$ cat src/design/rhwf_pkg.sv
// ----------------------------------------------------------------------------
// rhwf_pkg
// types, codes and helpers shared by the right-hand wall follower
// ----------------------------------------------------------------------------
package rhwf_pkg;

	localparam int RHWF_MAX_GRID = 32;
	localparam int RHWF_CFG_W    = 6;
	localparam int RHWF_CFG_IW   = 2;

	localparam logic [1:0] KIND_WRITE   = 2'd0;
	localparam logic [1:0] KIND_RESTART = 2'd1;
	localparam logic [1:0] KIND_STEP    = 2'd2;

	localparam logic [1:0] HD_UP    = 2'd0;
	localparam logic [1:0] HD_RIGHT = 2'd1;
	localparam logic [1:0] HD_DOWN  = 2'd2;
	localparam logic [1:0] HD_LEFT  = 2'd3;

	localparam logic [RHWF_CFG_IW-1:0] CFG_GRID_SIZE     = 2'd0;
	localparam logic [RHWF_CFG_IW-1:0] CFG_START_X       = 2'd1;
	localparam logic [RHWF_CFG_IW-1:0] CFG_START_Y       = 2'd2;
	localparam logic [RHWF_CFG_IW-1:0] CFG_START_HEADING = 2'd3;

	typedef struct packed {
		logic [1:0] kind;
		logic [4:0] cell_x;
		logic [4:0] cell_y;
		logic       cell_wall;
	} rhwf_req_t;

	typedef struct packed {
		logic [4:0] pos_x;
		logic [4:0] pos_y;
		logic [1:0] heading;
		logic       moved;
		logic       done_res;
		logic       trapped;
	} rhwf_rsp_t;

	// neighbouring cell; off marks a step past the 0..31 coordinate range
	typedef struct packed {
		logic       off;
		logic [4:0] x;
		logic [4:0] y;
	} rhwf_nb_t;

	function automatic rhwf_nb_t rhwf_neighbour(input logic [4:0] x, input logic [4:0] y,
			input logic [1:0] h);
		rhwf_nb_t nb;
		nb.off = 1'b0;
		nb.x   = x;
		nb.y   = y;
		case (h)
			HD_UP: begin
				nb.off = (y == 5'd0);
				nb.y   = y - 5'd1;
			end
			HD_RIGHT: begin
				nb.off = (x == 5'd31);
				nb.x   = x + 5'd1;
			end
			HD_DOWN: begin
				nb.off = (y == 5'd31);
				nb.y   = y + 5'd1;
			end
			default: begin
				nb.off = (x == 5'd0);
				nb.x   = x - 5'd1;
			end
		endcase
		return nb;
	endfunction

endpackage

$ cat src/design/right_hand_wall_follower.sv
// ----------------------------------------------------------------------------
// right_hand_wall_follower
// walks a loaded wall grid by the right-hand rule, at most one cell per step item
//
//   channel   signals                       payload
//   req       req_valid / req_ready         req  (rhwf_req_t)
//   rsp       rsp_valid / rsp_ready         rsp  (rhwf_rsp_t)
//   cfg       cfg_we                        cfg_index, cfg_data
//
// cell write, restart and steps that need no grid look go from accept straight to the result state
// a walking step makes one grid look per heading tried through the single ram read
//   port (up to four looks) between accept and result
// the grid ram and result payload are not reset; walker state, config and rsp_valid are
// a result sits in the output register while the next item is taken; the
//   item after that waits until the output register is free
// ----------------------------------------------------------------------------
module right_hand_wall_follower
	import rhwf_pkg::*;
#(
	parameter int MAX_GRID = RHWF_MAX_GRID
) (
	input  logic                   clk,
	input  logic                   arst_n,
	input  logic                   req_valid,
	output logic                   req_ready,
	input  rhwf_req_t              req,
	output logic                   rsp_valid,
	input  logic                   rsp_ready,
	output rhwf_rsp_t              rsp,
	input  logic                   cfg_we,
	input  logic [RHWF_CFG_IW-1:0] cfg_index,
	input  logic [RHWF_CFG_W-1:0]  cfg_data
);

	localparam int DEPTH = MAX_GRID * MAX_GRID;
	localparam int AW    = $clog2(DEPTH);

	typedef enum logic [2:0] {
		ST_IDLE = 3'b001,
		ST_LOOK = 3'b010,
		ST_EMIT = 3'b100
	} rhwf_state_t;

	rhwf_state_t state_q;

	logic [5:0] grid_size_q;
	logic [4:0] start_x_q, start_y_q;
	logic [1:0] start_heading_q;

	logic [4:0] x_q, y_q;
	logic [1:0] heading_q;
	logic       first_q, finished_q, stuck_q, moved_q;
	logic [1:0] look_q;
	rhwf_nb_t   nb_q;
	logic       nb_oob_q;

	rhwf_rsp_t  rsp_q;
	logic       rsp_valid_q;

	logic [5:0] size_use;
	logic [1:0] rd_heading;
	rhwf_nb_t   rd_nb, first_nb;
	logic       rd_oob;
	logic [AW-1:0] raddr, waddr;
	logic       wr_en, rd_wall, accept;
	logic       grid_rdata;

	function automatic logic interior(input logic [4:0] x, input logic [4:0] y,
			input logic [5:0] s);
		return (x != 5'd0) && ({1'b0, x} < s - 6'd1) && (y != 5'd0) && ({1'b0, y} < s - 6'd1);
	endfunction

	// size in use, saturated to 3..32 and to the store
	always_comb begin
		size_use = grid_size_q;
		if (grid_size_q < 6'd3) begin
			size_use = 6'd3;
		end else if (grid_size_q > 6'd32) begin
			size_use = 6'd32;
		end
		if (int'(size_use) > MAX_GRID) begin
			size_use = 6'(MAX_GRID);
		end
	end

	assign accept     = req_valid && req_ready;
	assign req_ready  = (state_q == ST_IDLE);
	assign rd_heading = (state_q == ST_LOOK) ? heading_q - 2'd1 : heading_q + 2'd1;
	assign rd_nb      = rhwf_neighbour(x_q, y_q, rd_heading);
	assign rd_oob     = rd_nb.off || int'(rd_nb.x) >= MAX_GRID || int'(rd_nb.y) >= MAX_GRID;
	assign first_nb   = rhwf_neighbour(x_q, y_q, heading_q);
	assign raddr      = AW'(AW'(rd_nb.y) * AW'(MAX_GRID) + AW'(rd_nb.x));
	assign waddr      = AW'(AW'(req.cell_y) * AW'(MAX_GRID) + AW'(req.cell_x));
	assign wr_en      = accept && req.kind == KIND_WRITE
		&& int'(req.cell_x) < MAX_GRID && int'(req.cell_y) < MAX_GRID;
	assign rd_wall    = nb_oob_q || grid_rdata;

	rhwf_ram #(
		.WIDTH(1),
		.DEPTH(DEPTH)
	) u_grid (
		.clk  (clk),
		.we   (wr_en),
		.waddr(waddr),
		.wdata(req.cell_wall),
		.raddr(raddr),
		.rdata(grid_rdata)
	);

	// configuration registers
	always_ff @(posedge clk or negedge arst_n) begin
		if (!arst_n) begin
			grid_size_q     <= 6'd19;
			start_x_q       <= 5'd18;
			start_y_q       <= 5'd17;
			start_heading_q <= 2'd3;
		end else if (cfg_we) begin
			case (cfg_index)
				CFG_GRID_SIZE:     grid_size_q     <= cfg_data;
				CFG_START_X:       start_x_q       <= cfg_data[4:0];
				CFG_START_Y:       start_y_q       <= cfg_data[4:0];
				CFG_START_HEADING: start_heading_q <= cfg_data[1:0];
				default: ;
			endcase
		end
	end

	// walker sequencer
	always_ff @(posedge clk or negedge arst_n) begin
		if (!arst_n) begin
			state_q    <= ST_IDLE;
			x_q        <= '0;
			y_q        <= '0;
			heading_q  <= HD_UP;
			first_q    <= 1'b0;
			finished_q <= 1'b1;
			stuck_q    <= 1'b0;
			moved_q    <= 1'b0;
			look_q     <= '0;
			nb_q       <= '0;
			nb_oob_q   <= 1'b0;
		end else begin
			case (state_q)
				ST_IDLE: begin
					if (accept) begin
						moved_q <= 1'b0;
						state_q <= ST_EMIT;
						if (req.kind == KIND_RESTART) begin
							x_q        <= start_x_q;
							y_q        <= start_y_q;
							heading_q  <= start_heading_q;
							first_q    <= 1'b1;
							finished_q <= 1'b0;
							stuck_q    <= 1'b0;
						end else if (req.kind == KIND_STEP && !finished_q && !stuck_q) begin
							if (first_q) begin
								first_q <= 1'b0;
								if (first_nb.off) begin
									finished_q <= 1'b1;
								end else begin
									x_q     <= first_nb.x;
									y_q     <= first_nb.y;
									moved_q <= 1'b1;
									if (!interior(first_nb.x, first_nb.y, size_use)) begin
										finished_q <= 1'b1;
									end
								end
							end else if (!interior(x_q, y_q, size_use)) begin
								finished_q <= 1'b1;
							end else begin
								heading_q <= rd_heading;
								look_q    <= '0;
								nb_q      <= rd_nb;
								nb_oob_q  <= rd_oob;
								state_q   <= ST_LOOK;
							end
						end
					end
				end
				ST_LOOK: begin
					if (!rd_wall) begin
						x_q     <= nb_q.x;
						y_q     <= nb_q.y;
						moved_q <= 1'b1;
						if (!interior(nb_q.x, nb_q.y, size_use)) begin
							finished_q <= 1'b1;
						end
						state_q <= ST_EMIT;
					end else begin
						heading_q <= rd_heading;
						look_q    <= look_q + 2'd1;
						nb_q      <= rd_nb;
						nb_oob_q  <= rd_oob;
						if (look_q == 2'd3) begin
							stuck_q <= 1'b1;
							state_q <= ST_EMIT;
						end
					end
				end
				ST_EMIT: begin
					if (!rsp_valid_q || rsp_ready) begin
						state_q <= ST_IDLE;
					end
				end
				default: state_q <= ST_IDLE;
			endcase
		end
	end

	// output register
	always_ff @(posedge clk or negedge arst_n) begin
		if (!arst_n) begin
			rsp_valid_q <= 1'b0;
		end else if (state_q == ST_EMIT && (!rsp_valid_q || rsp_ready)) begin
			rsp_valid_q <= 1'b1;
		end else if (rsp_ready) begin
			rsp_valid_q <= 1'b0;
		end
	end

	always_ff @(posedge clk) begin
		if (state_q == ST_EMIT && (!rsp_valid_q || rsp_ready)) begin
			rsp_q.pos_x    <= x_q;
			rsp_q.pos_y    <= y_q;
			rsp_q.heading  <= heading_q;
			rsp_q.moved    <= moved_q;
			rsp_q.done_res <= finished_q && !stuck_q;
			rsp_q.trapped  <= stuck_q;
		end
	end

	assign rsp_valid = rsp_valid_q;
	assign rsp       = rsp_q;

`ifndef SYNTHESIS
	ast_trap_after_four_looks: assert property (@(posedge clk) disable iff (!arst_n)
		$rose(stuck_q) |-> $past(state_q == ST_LOOK && look_q == 2'd3))
		else $error("trapped without four wall looks");

	ast_look_only_when_walking: assert property (@(posedge clk) disable iff (!arst_n)
		state_q == ST_LOOK |-> !finished_q && !stuck_q && !first_q)
		else $error("grid look outside an active walk");

	ast_rsp_flags_exclusive: assert property (@(posedge clk) disable iff (!arst_n)
		rsp_valid |-> !(rsp.trapped && (rsp.done_res || rsp.moved)))
		else $error("trapped result also reports done or move");
`endif

endmodule

$ cat src/design/rhwf_ram.sv
// ----------------------------------------------------------------------------
// rhwf_ram
// simple dual-port ram, one write port and one registered read port
// ----------------------------------------------------------------------------
module rhwf_ram #(
	parameter int WIDTH = 1,
	parameter int DEPTH = 1024,
	localparam int AW = $clog2(DEPTH)
) (
	input  logic             clk,
	input  logic             we,
	input  logic [AW-1:0]    waddr,
	input  logic [WIDTH-1:0] wdata,
	input  logic [AW-1:0]    raddr,
	output logic [WIDTH-1:0] rdata
);

	logic [WIDTH-1:0] mem_q [DEPTH];
	logic [WIDTH-1:0] rdata_q;

	always_ff @(posedge clk) begin
		if (we) begin
			mem_q[waddr] <= wdata;
		end
		rdata_q <= mem_q[raddr];
	end

	assign rdata = rdata_q;

endmodule
$ cat config.mk
export PLATFORM = sky130hd
export DESIGN_NAME = right_hand_wall_follower
export DESIGN_NICKNAME = d
export VERILOG_FILES = /design/src/design/rhwf_pkg.sv /design/src/design/right_hand_wall_follower.sv /design/src/design/rhwf_ram.sv
export SDC_FILE = /design/constraint.sdc
export NUM_CORES = 2
export LEC_CHECK = 0
export ABC_AREA = 1
export BUFFER_PORTS_ARGS = -buffer_cell sky130_fd_sc_hd__buf_4
export CELL_PAD_IN_SITES_DETAIL_PLACEMENT = 0
export CELL_PAD_IN_SITES_GLOBAL_PLACEMENT = 1
export CORE_UTILIZATION = 40
export CTS_BUF_LIST = sky130_fd_sc_hd__clkbuf_4
export DETAILED_ROUTE_END_ITERATION = 16
export HOLD_SLACK_MARGIN = 0.08
export PLACE_DENSITY_LB_ADDON = 0.1
export SLEW_MARGIN = 10
export SYNTH_ARGS = -nofsm -noshare
export SYNTH_HDL_FRONTEND = slang
export SYNTH_SLANG_ARGS = --single-unit
$ cat constraint.sdc
create_clock -name clk -period 5.03 [get_ports clk]
set_input_delay 0.2515 -clock clk [delete_from_list [all_inputs] [get_ports clk]]
set_output_delay 0.2515 -clock clk [all_outputs]
set_load 0.05 [all_outputs]
# == Word level (Yosys, flattened, before mapping) ==
# Memory sizes are Yosys's and may differ from the RTL's. A register that Yosys moved wholly into a read port is not among the register bits.
# Cells that the tools add are included.
# totals
register_bits,66
mem_bits_rw,1024
in_bits,26
mem_count,1
# classes
n_addsub,10
order_cmp,9
eq_ne,34
mux,89
n_reduce_logical,49
# mem_list
name,words,word_bits,rd,rd_clocked_by_memory_dff,wr,line,source
u_grid.mem_q,1024,1,1,1,1,rhwf_ram.sv:18,logic [WIDTH-1:0] mem_q [DEPTH];
# op_table
operator,n
$mux W10,6
$mux W5,12
$pmux W5 S2,6
$lt A5 B6 Y1,6
$mux W1,31
$reduce_bool A5 Y1,6
$mux W2,13
$mux W3,8
$add A10 B5 Y10,2
$pmux W10 S2,1
$mux W6,3
$logic_and A1 B1 Y1,15
$reduce_and A7 Y1,2
$eq A2 B2 Y1 const B,6
$gt A6 B6 Y1 const B,2
$ne A2 B2 Y1 const B,6
$reduce_and A6 Y1,2
$add A5 B1 Y5 const B,2
$eq A5 B5 Y1 const B,2
$logic_not A5 Y1,2
$ne A2 B1 Y1 const B,5
$sub A5 B1 Y5 const B,2
$ne A3 B1 Y1 const B,3
$ne A3 B2 Y1 const B,3
other kinds (22),45

# == Longest topological paths before layout ==
# depth
word_depth,17
depth_mapped,22
mapped_depth_nobuf,21

# == By module ==
# Synthesis repeated with hierarchy kept, for this count alone.
# unflattened
hier_cells,5230
area_unflattened_um2,50858.8
# modules_own_cells
mod,instances,cells_per_inst,area_per_inst_um2
rhwf_ram,1,4679,46392.0
right_hand_wall_follower,1,551,4466.8

# == Worst setup path after synthesis ==
# OpenSTA, ideal clock, no wires.
# synth_timing
path_kind,register to register
startpoint,register grid_size_q[1]
endpoint,register nb_q[3] in the netlist's numbering
setup_time_ns,0.118
arrival_ns,2.841
t_required_ns,4.912
path_slack_ns,2.072
stages_incl_launch_ff,22
period_less_slack_ns,2.958
path_cell_list,dfstp_2 > inv_1 > o21ai_0 > inv_1 > ha_1 > xor2_1 > ha_1 > inv_1 > nor2_1 > nor2_1 > o21ai_0 > o211ai_1 > nand2_1 > nor2_1 > nand3_1 > nor2_1 > nand2_1 > nand2_1 > nand2_1 > buf_2 > nand2_1 > nand2_1
# synth_via
elab_chain_cells,12
# synth_lines
item,line,source
"start, declared",right_hand_wall_follower.sv:46,logic [5:0] grid_size_q;
"start signal, assigned",right_hand_wall_follower.sv:119,CFG_GRID_SIZE: grid_size_q <= cfg_data;
$gt A6 B6 Y1,right_hand_wall_follower.sv:78,end else if (grid_size_q > 6'd32) begin
$mux W6,right_hand_wall_follower.sv:78,
$mux W6 *,right_hand_wall_follower.sv:76,if (grid_size_q < 6'd3) begin
$gt A6 B6 Y1,right_hand_wall_follower.sv:81,if (int'(size_use) > MAX_GRID) begin
$mux W6 *,right_hand_wall_follower.sv:81,
$sub A6 B1 Y6 *,right_hand_wall_follower.sv:70,"return (x != 5'd0) && ({1'b0, x} < s - 6'd1) && (y != 5'd0) && ({1'b0, y} < s - 6'd1);"
$lt A5 B6 Y1,right_hand_wall_follower.sv:70,
$logic_and A1 B1 Y1 (2 in a row),right_hand_wall_follower.sv:70,
$logic_and A1 B1 Y1 *,right_hand_wall_follower.sv:70,
$ne A2 B1 Y1 (no source line) *,-,
$reduce_and A7 Y1 (no source line) *,-,
"end signal, assigned",right_hand_wall_follower.sv:173,nb_q <= rd_nb;
"end signal, assigned",right_hand_wall_follower.sv:192,nb_q <= rd_nb;
"end, declared",right_hand_wall_follower.sv:54,rhwf_nb_t nb_q;
# Mark *: on every way between the ends. The rest lies on a longest branch, timed or not.
# A chain may end at the register's enable or synchronous reset.

# == Final worst setup path ==
# layout_timing
startpoint,register state_q[0]
endpoint,"memory u_grid.mem_q[729], enable pin"
# layout_via
elab_chain_cells,5
# layout_lines
item,line,source
"start, declared",right_hand_wall_follower.sv:44,rhwf_state_t state_q;
"start signal, assigned",right_hand_wall_follower.sv:131,state_q <= ST_IDLE;
"start signal, assigned",right_hand_wall_follower.sv:147,state_q <= ST_EMIT;
"start signal, assigned",right_hand_wall_follower.sv:175,state_q <= ST_LOOK;
$eq A3 B1 Y1,right_hand_wall_follower.sv:87,assign req_ready = (state_q == ST_IDLE);
$logic_and A1 B1 Y1,right_hand_wall_follower.sv:86,assign accept = req_valid && req_ready;
$logic_and A1 B1 Y1,right_hand_wall_follower.sv:94,assign wr_en = accept && req.kind == KIND_WRITE
$mux W1,rhwf_ram.sv:22,if (we) begin
$mux W1 (not written as such),rhwf_ram.sv:23,mem_q[waddr] <= wdata;
"end, declared",rhwf_ram.sv:18,
# Every way passes these cells.

==> run_results.csv <==
group,metric,value,unit
worst_setup_path,critPathArrivalTime,5.82,ns
drt,routedWlPerCell,23.1,um
finish,nets,5835,
cts,clk_pin_slew,0.07,ns
hold_path,holdPathStages,6,
global_route,antenna_found_initial,7,
hold_path,hold_class,"input pin to flop",
global_route,grt_pass1_wl,262000,um
worst_setup_path,criticalPathCategory,"flop to flop",
worst_setup_path,reg2reg_slack,0.14,ns
finish,final_layout_size_suffix_gt1_frac,0.125,
global_route,grt-ovfl-total,0,
finish,area_growth,13.4,%
timing,worst_pin_slew,1.28,ns
timing,finClkSkew,0.0700,ns
synth,seq_area_frac_synth,0.629,
worst_setup_path,startpoint_type,"flop",
timing,maxSlewViolCount,0,
placement,dp.cells,7047,
cts,cts_buffers,323,
cts,cts_tree,"yes",
floorplanning,dieWidth,362,um
cts,cts_setup_buffers,0,
worst_setup_path,worstPathMaxFanout,19,
pwr,p_leak,0.0222,uW
timing,fmax,0.205,GHz
synth,synth_flop_cell,"edfxtp_1",
synth,synth_top_area_cell,"edfxtp_1",
timing,hold_viol_final,0,
synth,avgSynthCellArea,9.19,um^2
synth,synthArstFlopShare,0.0467,
global_route,track_usage,0.270,
cts,postCtsResizedCells,0,
synth,synth_warnings,0,
cts,cts.sinks,1091,
cts,root_buffer,"clkbuf_4",
cts,htree_levels,5,
synth,synth_area,0.0517,mm^2
finish,final_area,0.0587,mm^2
worst_setup_path,crit_required,5.96,ns
status,status,"completed",
drt,viasPerCell,5.38,
timing,rsz0062_at_grt,"no",
drt,via_count,41100,
placement,place.gp.congestion,0.818,
job,cap_violations,0,
finish,final_cell_mix,"nand2_1 (1586), nor2_1 (1100), edfxtp_1 (1039)",
timing,timing.final.crit_share,0.971,
global_route,grt_max_degree,217,
cts,cts.path.max_buffers,4,
timing,tns,0,ns
global_route,grt_pass1_vias,39500,
pwr,pwr_density_cell,714,mW/mm^2
timing,final-setup-viol-count,0,
cts,cts_hold_buf,66,
finish,layout_commonest_cell,"nand2_1",
placement,port_buffers,42,
synth,synth_nets,5688,
timing,fin_crit,4.89,ns
synth,synth_cell_types,47,
drt,drc,0,
finish,stdcell_count,7639,
floorplanning,start_util,0.405,
pwr,irDropWorstVdd,1.32,mV
drt,ant_nets,0,
worst_setup_path,worst_r2r_path_depth,12,
drt,routed_wirelength,177000,um
synth,synth_cells,5629,
floorplanning,die_area,0.131,mm^2
floorplanning,fp-row-count,131,
worst_setup_path,crit_path_end_kind,"flop",
placement,dp_hpwl,95200,um
synth,yosys-top-cells-area,"edfxtp_1 (60%), nand2_1 (12%), nor2_1 (8.0%), nand3_1 (7.1%), inv_1 (2.3%)",
timing,max-slew-margin-rel,0.145,
synth,synth_edf_count,1039,
drt,drtPass1Iterations,5,
floorplanning,io-pin-count,43,
floorplanning,die_h,362,um
placement,placed_area,0.0542,mm^2
drt,drt-initial-drc-count,4081,
cts,clk_latency,1.28,ns
synth,synth_top_area_share,0.603,
synth,synth.ff_latch_count,1091,
floorplanning,core-area,0.128,mm^2
==> path summary, 6_finish.rpt <==
| path | startpoint | endpoint |
|---|---|---|
| worst max-delay path | state_q[0]$_DFFE_PN1P_ | u_grid.mem_q[729]$_DFFE_PP_ |
| min in group asynchronous | arst_n | x_q[4]$_DFFE_PN0P_ |
| worst max register to register | state_q[0]$_DFFE_PN1P_ | u_grid.mem_q[729]$_DFFE_PP_ |
| worst min-delay path | rsp_ready | rsp_valid$_DFFE_PN0P_ |
| max in group asynchronous | arst_n | finished_q$_DFFE_PN1P_ |
| worst min register to register | nb_q[0]$_DFFE_PN0P_ | nb_q[0]$_DFFE_PN0P_ |
==> power by group <==
part	switching, uW	total, uW	internal [uW]
combinational	16700	23400	6670
clock	3820	8060	4240
sequential	236	10400	10200
total	20800	41900	21100
==> through the flow <==
stage	hold slack [ns]	util	power [uW]	setup slack, ns
finish	0.385	0.459	41900	0.144
global route	0.331	0.459	44700	0.0713
CTS	0.271	0.459	42200	0.211
detailed placement	0.347	0.424	33900	0.627
global placement	0.346	0.424	34000	0.670
floorplan	-0.0441	-	24500	2.07
==> registers in the layout, indices dropped and copies added (netlist names), 2 cells and up <==
| signal | flops |
|---|---|
| u_grid.mem_q | 1024 |
| rsp | 15 |
| nb_q | 10 |
| grid_size_q | 6 |
| start_x_q | 5 |
| start_y_q | 5 |
| x_q | 5 |
| y_q | 5 |
| state_q | 3 |
| heading_q | 2 |
| look_q | 2 |
| start_heading_q | 2 |
==> critical path: stages, from the launching register on <==
cell and delay, ns:
dfstp_2 0.53, inv_1 0.13, nand3_4 0.24, inv_2 0.14
o211ai_1 0.15, o211ai_1 0.23, nor2_1 0.30, nand3_2 0.48
nor3_4 0.42, dlygate4sd3_1 0.80, nand2_2 0.16, dlygate4sd3_1 0.79
nor2_1 0.19
==> cells in the mapped netlist, types with 2 or more instances <==
master    number
nand2_1     1622
nor3_4         4
o31ai_1        3
nand4_1       69
xor2_2         2
edfxtp_1    1039
buf_2        103
a221oi_1       5
xnor2_1        3
nor2_1      1101
clkinv_1       2
a21oi_1       41
o221ai_1       4
xor2_1        10
nor3_1        21
o21ai_0       59
a211oi_1       2
o22ai_1        6
dfstp_2       11
nor4_1         3
nand3b_1       2
nand3_2        3
dfrtp_1       40
a22oi_1        2
buf_1         19
inv_1        322
o211ai_1      31
inv_2          5
mux2i_1        2
ha_1          33
nand3_1      735
buf_4         12
clkbuf_1     299
==> per-layer routing <==
metal,track usage,share of wire
met3,0.0379,0.059
met4,0.0934,0.027
met1,0.374,0.45
met5,0,0.000074
met2,0.435,0.47
==> cell families after synthesis <==
family,count (synthesis),synth area share
xor gates and xnor gates,16,0.00315
and+or+nand+nor,3564,0.282
muxes,3,0.000605
DFF,1091,0.629
adders and majority gates,33,0.00798
AOI/OAI and AO/OA,160,0.0186
buffers and inverters,762,0.0587
==> final cells by class <==
type | count | area (um^2)
clock buffer | 473 | 3550
multi-input combinational | 3776 | 16400
timing repair buffer | 255 | 2690
inverter | 329 | 1240
clock inverter | 46 | 175
tap | 1662 | 2080
sequential | 1091 | 32500
fill | 12800 | 69200
antenna | 7 | 17.5
(Power assumes the default switching activity.)
